[src/design/pidc_pkg.sv]
// Shared types, constants and the symmetric clamp for the PID step block.
// No dependencies; imported by pidc_mul and pid_step_with_clamps.
package pidc_pkg;

  localparam int ErrW   = 16;
  localparam int GainW  = 16;
  localparam int CmdW   = 16;
  localparam int PrdW   = ErrW + GainW;      // kp*e, ki*e
  localparam int DifW   = ErrW + 1;          // e - previous_error
  localparam int DprW   = DifW + GainW;      // kd*(e - prev)
  localparam int AccW   = DprW + 2;          // full-width command sum
  localparam int TdInW  = 16;
  localparam int TdOutW = 24;

  localparam logic signed [AccW-1:0] SatPos = AccW'(32767);
  localparam logic signed [AccW-1:0] SatNeg = -AccW'(32767);

  typedef enum logic [1:0] {
    CFG_KP = 2'd0,
    CFG_KI = 2'd1,
    CFG_KD = 2'd2
  } cfg_idx_e;

  typedef struct packed {
    logic                   clear;
    logic signed [PrdW-1:0] p_kp;
    logic signed [PrdW-1:0] p_ki;
    logic signed [DprW-1:0] p_kd;
  } prod_t;

  typedef struct packed {
    logic                   hit;
    logic signed [CmdW-1:0] val;
  } sat_t;

  function automatic sat_t clamp_sym(input logic signed [AccW-1:0] v);
    sat_t r;
    if (v > SatPos) begin
      r.hit = 1'b1;
      r.val = SatPos[CmdW-1:0];
    end else if (v < SatNeg) begin
      r.hit = 1'b1;
      r.val = SatNeg[CmdW-1:0];
    end else begin
      r.hit = 1'b0;
      r.val = v[CmdW-1:0];
    end
    return r;
  endfunction

endpackage

[src/design/pidc_mul.sv]
// Input stage: forms kp*e, ki*e and kd*(e - previous_error) and registers them.
// Keeps previous_error. Depends on pidc_pkg.
module pidc_mul (
  input  logic                           clk_i,
  input  logic                           rst_ni,
  input  logic                           load_i,
  input  logic                           clear_i,
  input  logic signed [pidc_pkg::ErrW-1:0]  error_i,
  input  logic signed [pidc_pkg::GainW-1:0] kp_i,
  input  logic signed [pidc_pkg::GainW-1:0] ki_i,
  input  logic signed [pidc_pkg::GainW-1:0] kd_i,
  output pidc_pkg::prod_t                prod_o
);
  import pidc_pkg::*;

  logic signed [ErrW-1:0] prev_q, prev_d;
  logic signed [DifW-1:0] diff;
  prod_t                  prod_q, prod_d;

  always_comb begin
    diff = {error_i[ErrW-1], error_i} - {prev_q[ErrW-1], prev_q};
    prod_d.clear = clear_i;
    prod_d.p_kp  = {{(PrdW-GainW){kp_i[GainW-1]}}, kp_i}
                 * {{(PrdW-ErrW){error_i[ErrW-1]}}, error_i};
    prod_d.p_ki  = {{(PrdW-GainW){ki_i[GainW-1]}}, ki_i}
                 * {{(PrdW-ErrW){error_i[ErrW-1]}}, error_i};
    prod_d.p_kd  = {{(DprW-GainW){kd_i[GainW-1]}}, kd_i}
                 * {{(DprW-DifW){diff[DifW-1]}}, diff};
    prev_d = clear_i ? '0 : error_i;
  end

  always_ff @(posedge clk_i or negedge rst_ni) begin
    if (!rst_ni) begin
      prev_q <= '0;
    end else if (load_i) begin
      prev_q <= prev_d;
    end
  end

  always_ff @(posedge clk_i) begin
    if (load_i) begin
      prod_q <= prod_d;
    end
  end

  assign prod_o = prod_q;

endmodule

[src/design/pid_step_with_clamps.sv]
// PID controller step with integrator and output clamps, top level.
// Instantiates pidc_mul; depends on pidc_pkg.
//
// Usage:
//   Input stream (s_axis): tuser = action (1 = clear, 0 = step), tdata = error.
//   Output stream (m_axis): tdata = command, integral_saturated,
//   output_saturated. Exactly one output transaction per input transaction,
//   in order.
//   Gains kp, ki, kd are written through cfg_we_i/cfg_idx_i/cfg_data_i
//   (index 0, 1, 2; index 3 ignored) while the block is idle.
// Timing:
//   Two-stage pipeline: the multipliers feed a product register, then the
//   integrator add, clamp, command sum and clamp feed the output register.
//   Input passes the product, then the output register; with m_axis_tready_i
//   high one transaction per cycle is sustained. The integrator register
//   closes its loop in the second stage, so consecutive steps need no gap.
// Reset:
//   Gains, integral and previous error clear to zero; both streams empty.
// Backpressure:
//   While m_axis_tready_i is low with a result held, the product register
//   still fills once, then s_axis_tready_o drops until the result is taken.
module pid_step_with_clamps (
  input  logic                          clk_i,
  input  logic                          rst_ni,
  input  logic                          cfg_we_i,
  input  logic [1:0]                    cfg_idx_i,
  input  logic [pidc_pkg::GainW-1:0]    cfg_data_i,
  input  logic                          s_axis_tvalid_i,
  output logic                          s_axis_tready_o,
  input  logic [pidc_pkg::TdInW-1:0]    s_axis_tdata_i,   // [15:0] error
  input  logic                          s_axis_tuser_i,   // [0] action
  output logic                          m_axis_tvalid_o,
  input  logic                          m_axis_tready_i,
  // [15:0] command, [16] integral_saturated, [17] output_saturated, [23:18] zero
  output logic [pidc_pkg::TdOutW-1:0]   m_axis_tdata_o
);
  import pidc_pkg::*;

  logic signed [GainW-1:0] kp_q, ki_q, kd_q;
  logic                    in_acc;
  logic                    adv;
  logic                    s1_vld_q, s1_vld_d;
  logic                    out_vld_q, out_vld_d;
  prod_t                   prod;
  logic signed [CmdW-1:0]  integ_q, integ_d;
  logic signed [AccW-1:0]  acc_sum;
  logic signed [AccW-1:0]  cmd_sum;
  sat_t                    isat;
  sat_t                    osat;
  logic signed [CmdW-1:0]  cmd_q, cmd_d;
  logic                    isat_q, isat_d;
  logic                    osat_q, osat_d;

  // gain registers
  always_ff @(posedge clk_i or negedge rst_ni) begin
    if (!rst_ni) begin
      kp_q <= '0;
      ki_q <= '0;
      kd_q <= '0;
    end else if (cfg_we_i) begin
      unique case (cfg_idx_i)
        CFG_KP:  kp_q <= cfg_data_i;
        CFG_KI:  ki_q <= cfg_data_i;
        CFG_KD:  kd_q <= cfg_data_i;
        default: ;
      endcase
    end
  end

  assign adv             = s1_vld_q && (!out_vld_q || m_axis_tready_i);
  assign s_axis_tready_o = !s1_vld_q || adv;
  assign in_acc          = s_axis_tvalid_i && s_axis_tready_o;

  pidc_mul u_mul (
    .clk_i   (clk_i),
    .rst_ni  (rst_ni),
    .load_i  (in_acc),
    .clear_i (s_axis_tuser_i),
    .error_i (s_axis_tdata_i[ErrW-1:0]),
    .kp_i    (kp_q),
    .ki_i    (ki_q),
    .kd_i    (kd_q),
    .prod_o  (prod)
  );

  always_comb begin
    acc_sum = {{(AccW-CmdW){integ_q[CmdW-1]}}, integ_q}
            + {{(AccW-PrdW){prod.p_ki[PrdW-1]}}, prod.p_ki};
    isat    = clamp_sym(acc_sum);
    cmd_sum = {{(AccW-PrdW){prod.p_kp[PrdW-1]}}, prod.p_kp}
            + {{(AccW-CmdW){isat.val[CmdW-1]}}, isat.val}
            + {{(AccW-DprW){prod.p_kd[DprW-1]}}, prod.p_kd};
    osat    = clamp_sym(cmd_sum);
    if (prod.clear) begin
      integ_d = '0;
      cmd_d   = '0;
      isat_d  = 1'b0;
      osat_d  = 1'b0;
    end else begin
      integ_d = isat.val;
      cmd_d   = osat.val;
      isat_d  = isat.hit;
      osat_d  = osat.hit;
    end
    s1_vld_d  = in_acc ? 1'b1 : (adv ? 1'b0 : s1_vld_q);
    out_vld_d = adv ? 1'b1 : (m_axis_tready_i ? 1'b0 : out_vld_q);
  end

  always_ff @(posedge clk_i or negedge rst_ni) begin
    if (!rst_ni) begin
      s1_vld_q  <= 1'b0;
      out_vld_q <= 1'b0;
      integ_q   <= '0;
    end else begin
      s1_vld_q  <= s1_vld_d;
      out_vld_q <= out_vld_d;
      if (adv) begin
        integ_q <= integ_d;
      end
    end
  end

  always_ff @(posedge clk_i) begin
    if (adv) begin
      cmd_q  <= cmd_d;
      isat_q <= isat_d;
      osat_q <= osat_d;
    end
  end

  assign m_axis_tvalid_o = out_vld_q;
  assign m_axis_tdata_o  = {(TdOutW-CmdW-2)'(0), osat_q, isat_q, cmd_q};

`ifndef SYNTHESIS
  a_integ_sym: assert property (@(posedge clk_i) disable iff (!rst_ni)
    integ_q != {1'b1, {(CmdW-1){1'b0}}})
    else $error("integral reached negative full scale");

  a_cmd_sym: assert property (@(posedge clk_i) disable iff (!rst_ni)
    out_vld_q |-> (cmd_q != {1'b1, {(CmdW-1){1'b0}}}))
    else $error("command reached negative full scale");

  a_osat_rail: assert property (@(posedge clk_i) disable iff (!rst_ni)
    (out_vld_q && osat_q) |-> (cmd_q == CmdW'(32767) || cmd_q == -CmdW'(32767)))
    else $error("output saturation flag without command at a rail");

  a_clear_zero: assert property (@(posedge clk_i) disable iff (!rst_ni)
    (adv && prod.clear) |=> (integ_q == '0 && cmd_q == '0 && !isat_q && !osat_q))
    else $error("clear did not zero integral and result");
`endif

endmodule
[config.mk]
export PLATFORM = sky130hd
export DESIGN_NAME = pid_step_with_clamps
export DESIGN_NICKNAME = d
export VERILOG_FILES = /design/src/design/pidc_pkg.sv /design/src/design/pidc_mul.sv /design/src/design/pid_step_with_clamps.sv
export SDC_FILE = /design/constraint.sdc
export NUM_CORES = 2
export LEC_CHECK = 0
export BUFFER_PORTS_ARGS = -buffer_cell sky130_fd_sc_hd__buf_4
export CAP_MARGIN = 20
export CORE_UTILIZATION = 30
export DETAILED_ROUTE_END_ITERATION = 10
export PLACE_DENSITY_LB_ADDON = 0.08
export SLEW_MARGIN = 25
export SYNTH_ARGS = -nofsm -noshare
export SYNTH_HDL_FRONTEND = slang
export SYNTH_SLANG_ARGS = --single-unit
[constraint.sdc]
create_clock -name clk_i -period 9.15 [get_ports clk_i]
set_clock_uncertainty 0.1 [all_clocks]
set_input_delay 0.915 -clock clk_i [delete_from_list [all_inputs] [get_ports clk_i]]
set_output_delay 0.915 -clock clk_i [all_outputs]
set_load 0.03 [all_outputs]
## Yosys cells after proc, flatten, opt, wreduce, memory -nomap -nowiden

Index checks and enable logic that the tools add are counted.

| storage, ports and cells | value |
|---|---|
| input port bits | 40 |
| flip-flop bits (word level) | 198 |
| output and inout port bits | 26 |
| logic and storage cells | 51 |

| operators by class | value |
|---|---|
| multiply operators | 3 |
| mux-type cells | 10 |
| magnitude comparators | 4 |
| add/sub/neg operators | 4 |
| reductions and logical operators | 13 |
| equality and inequality tests | 2 |

Operator list:

| kind | number |
|---|---|
| $mux 17 | 4 |
| $mul 16x16->32 | 2 |
| $add 33x33->34 | 1 |
| $gt 34x16->1 const B | 1 |
| $lt 34x16->1 const B | 1 |
| $add 16x32->33 | 1 |
| $add 32x16->33 | 1 |
| $gt 33x16->1 const B | 1 |
| $lt 33x16->1 const B | 1 |
| $mul 16x17->33 | 1 |
| $mux 16 | 2 |
| $sub 16x16->17 | 1 |
| $reduce_and 2->1 | 3 |
| $mux 1 | 4 |
| $reduce_bool 2->1 | 2 |
| $eq 2x1->1 const B | 1 |
| $eq 2x2->1 const B | 1 |
| $logic_and 1x1->1 | 2 |
| $logic_not 1->1 | 2 |
| $logic_not 2->1 | 1 |
| $logic_or 1x1->1 | 2 |
| $reduce_or 2->1 | 1 |

## Longest topological paths before layout

| depth | value |
|---|---|
| depth after elaboration | 9 |
| gate-level depth with buffers | 38 |
| depth with buffers taken out | 37 |

## Cells and area by module

Synthesis repeated with hierarchy kept, for this count alone.

| unflattened totals | value |
|---|---|
| cells, all modules | 4571 |
| area total of the unflattened synthesis | 43070.1 um^2 |

By module, submodules not included:

| module | cells each | area each (um^2) | times used |
|---|---|---|---|
| pidc_mul | 3601 | 34332.9 | 1 |
| pid_step_with_clamps | 970 | 8737.1 | 1 |

## Least setup slack after synthesis

OpenSTA, ideal clock, no wires.

| timing | value |
|---|---|
| path type | input to register |
| from | input port s_axis_tdata_i[0] (netlist bit) |
| to | register u_mul.prod_q, in the netlist u_mul.prod_o[31] (data pin) |
| arrival time | 9.106 ns |
| slack | -0.319 ns |
| cell stages on the path | 38 |
| required time | 8.787 ns |
| cells stage by stage | inv_1 > ha_1 > inv_1 > fa_1 > a21o_1 > a21oi_1 > o21ai_0 > a21oi_1 > o21ai_0 > a21oi_1 > o21ai_0 > a21oi_1 > o21bai_1 > xor2_1 > clkbuf_1 > nand2_1 > fa_1 > inv_1 > [2 not listed] > fa_1 > inv_1 > fa_1 > inv_1 > fa_1 > inv_1 > fa_1 > ha_1 > a21oi_1 > nor2b_1 > nand2_1 > a41o_1 > a2111oi_0 > o31ai_1 > a21oi_1 > nor2_1 > a311oi_1 > xnor2_1 |

RTL lines:

| item | line | source |
|---|---|---|
| start, declared | pid_step_with_clamps.sv:30 | `input logic [pidc_pkg::TdInW-1:0] s_axis_tdata_i,` |
| end signal, assigned | pidc_mul.sv:42 | `prod_q <= prod_d;` |
| end, declared | pidc_mul.sv:18 | `prod_t prod_q, prod_d;` |

==> out/metrics.cfg <==
[floorplanning]
fp.dieH_um = 383
die_w_um = 383
num_rows = 139
dieArea_mm2 = 0.147
core_area_mm2 = 0.144
start_util_pct = 30.3
ios = 66

[synth]
synth_edf_count = 116
syn_area_mm2 = 0.0435
async_flop_share_pct = 41.4
synth_top_area_cell = fa_1
yosys_warnings = 0
ys_seq_area_share_pct = 12.7
synth_cell_types = 88
postSynthCellCount = 4656
yosysMostFrequentCell = inv_1
yosys.area.top_type_share_pct = 38.4
synth_common_cells = inv_1, fa_1, nand2_1, ha_1, and2_1
synth_area_leaders = fa_1, ha_1, inv_1
syn_area_per_cell_um2 = 9.35
synthFlopType = edfxtp_1
ys_ff_latch = 198

[setup_path]
critPathKind = in -> reg
r2r_start = integ_q[0]
r2r_cells = 34
cp-start-kind = input pin
arrival_ns = 8.91
crit_fanout = 2
reg2reg_to = cmd_q[2]
cp_common_cell = fa_1
cp.required_ns = 9.33
worst_path_largest_cell_delay_ns = 0.54
end_kind = flip-flop
crit_slowest_cell = fa_1
reg2reg_slack_ns = 0.47

[clock_network]
clockBufferDepth = 2
clkTransAtPathRegs_ns = 0.10
cts_root_buf = clkbuf_16
clkSinkCount = 198
cts_tree = yes
ctsHoldBuffers = 0
cts_max_level = 4
cts_buffers = 17
clock_latency_ns = 0.55

[finish]
drive_above_1_share_pct = 10.9
final_cells = 6759
utilization_pct = 34.0
areaGrowthSynthToFinish_pct = 12.4
fin_nets = 6044

[outcome]
status = finished, violations left
failed_checks = design-rule violations

[sta]
hold_violations = 0
rsz0062_at_grt = yes
min_period_over_period_pct = 95.4
slew_violations = 0
timing.setup.tns_ns = 0
max_freq_mhz = 115
worstMarginPinSlew_ns = 1.07
setup_violations = 0
timing.final.crit_period_ns = 8.73
maxSlewHeadroom_pct = 28.3

[global_routing]
grt-ovfl-total = 0
grt_pass1_vias = 35200
grt_pass1_wl_um = 220000
grt_max_degree = 67
grt_usage_pct = 20.2
antenna_found_initial = 7

[placement]
dp_hpwl_um = 118000
place_congestion = 0.817
dp.cells = 6716
portBuffers = 59

[routing]
drtPass1Iterations = 10
via_per_inst = 4.76
wirelength_um = 142000
dr_total_vias = 32200
drtIter0Drc = 1864
drc = 18
ant_nets = 0
wl_per_cell_um = 21.0

[hold_path]
hold_class = in -> async

[run]
max_cap_viol_count = 0

## cell type report
cell class                      instances  area, um^2
Sequential cell                       198        5540
Multi-Input combinational cell       3307       33900
Fill cell                           15000       94900
Timing Repair Buffer                  361        2910
Inverter                              955        3590
Tap cell                             1903        2380
Clock inverter                         14         158
Clock buffer                           18         429
Antenna cell                            3        7.51
## layout by cell type, fill, tap and decap left out, drive strengths merged, types with 11 or more instances in the layout
cell	instances
o31ai	14
o2111ai	11
clkbuf	18
a21o	70
o311a	11
and3	49
or3	19
a31oi	27
xnor2	105
xor2	39
o211ai	17
nand2	513
o21ai	105
nand2b	65
nor2b	52
o311ai	14
nor4	11
ha	328
dfrtp	82
mux2	50
inv	958
or2	15
and2	318
buf	361
fa	836
nor3b	26
nor3	37
nand4	28
a211oi	23
nand3	61
edfxtp	116
a311oi	19
nor2	114
a21oi	142
nand3b	21
o21bai	26
o21a	31
## registers in the layout, indices dropped and copies added, names as in the netlist
signal,flops
cmd_q,16
u_mul.prev_q,16
u_mul.prod_o,98
osat_q,1
ki_q,16
integ_q,16
kp_q,16
isat_q,1
s1_vld_q,1
m_axis_tvalid_o,1
kd_q,16
## stage by stage
stage | worst slack (ns) | hold slack [ns] | instance area, um^2
2_1_floorplan | 0.0375 | 0.349 | 43600
3_3_place_gp | -0.568 | 0.364 | 48000
6_report | 0.419 | 0.176 | 48900
4_1_cts | 0.00283 | 0.146 | 48600
3_5_place_dp | -0.667 | 0.375 | 48000
5_1_grt | -0.0124 | 0.165 | 48900
## logic make-up after synthesis
family | after synthesis | synth area share, %
other cells | 1 | 0.00861
buf+inv | 1156 | 10.1
flops | 198 | 12.7
compound gates | 581 | 9.09
mux | 54 | 1.39
simple gates | 1358 | 15.9
fa+ha+maj | 1164 | 47.9
xor+xnor | 144 | 2.90
## how the worst max path moves through the flow
stage	start	endpoint	slack [ns]	depth (start not counted)
final	s_axis_tdata_i[0]	u_mul.prod_o[29]	0.42	39
after global routing	s_axis_tdata_i[0]	u_mul.prod_o[29]	-0.01	39
after global placement	s_axis_tdata_i[0]	u_mul.prod_o[29]	-0.57	38
after CTS	integ_q[0]	cmd_q[2]	0.003	36
after detailed placement	s_axis_tdata_i[0]	u_mul.prod_o[29]	-0.67	38
after floorplan	s_axis_tdata_i[0]	u_mul.prod_o[31]	0.04	38
## metal layers
| metal | global-route usage [%] | part of all wire, % | up-vias |
|---|---|---|---|
| met4 | 5.90 | 2.8 | 6 |
| met2 | 33.8 | 47 | 495 |
| li1 | - | - | 15000 |
| met1 | 27.1 | 47 | 16500 |
| met3 | 2.49 | 3.3 | 142 |
| met5 | 0 | 0.029 | - |
## critical path: cells and delay by family
family	cells	cell delay, ns
compound gates	16	2.66
xor+xnor	2	0.35
fa+ha+maj	9	3.84
buf+inv	9	0.76
simple gates	3	0.35
## repair_timing
item	4_1_cts	5_1_grt
setup endpoints to repair	17	28
cloned	0	0
buffers inserted	0	8
pin swaps	0	25
gates resized for setup	5	64
Power is left out: the tool's default activity adds up to more than one toggle a clock period on the data nets, which glitch-free logic cannot reach.
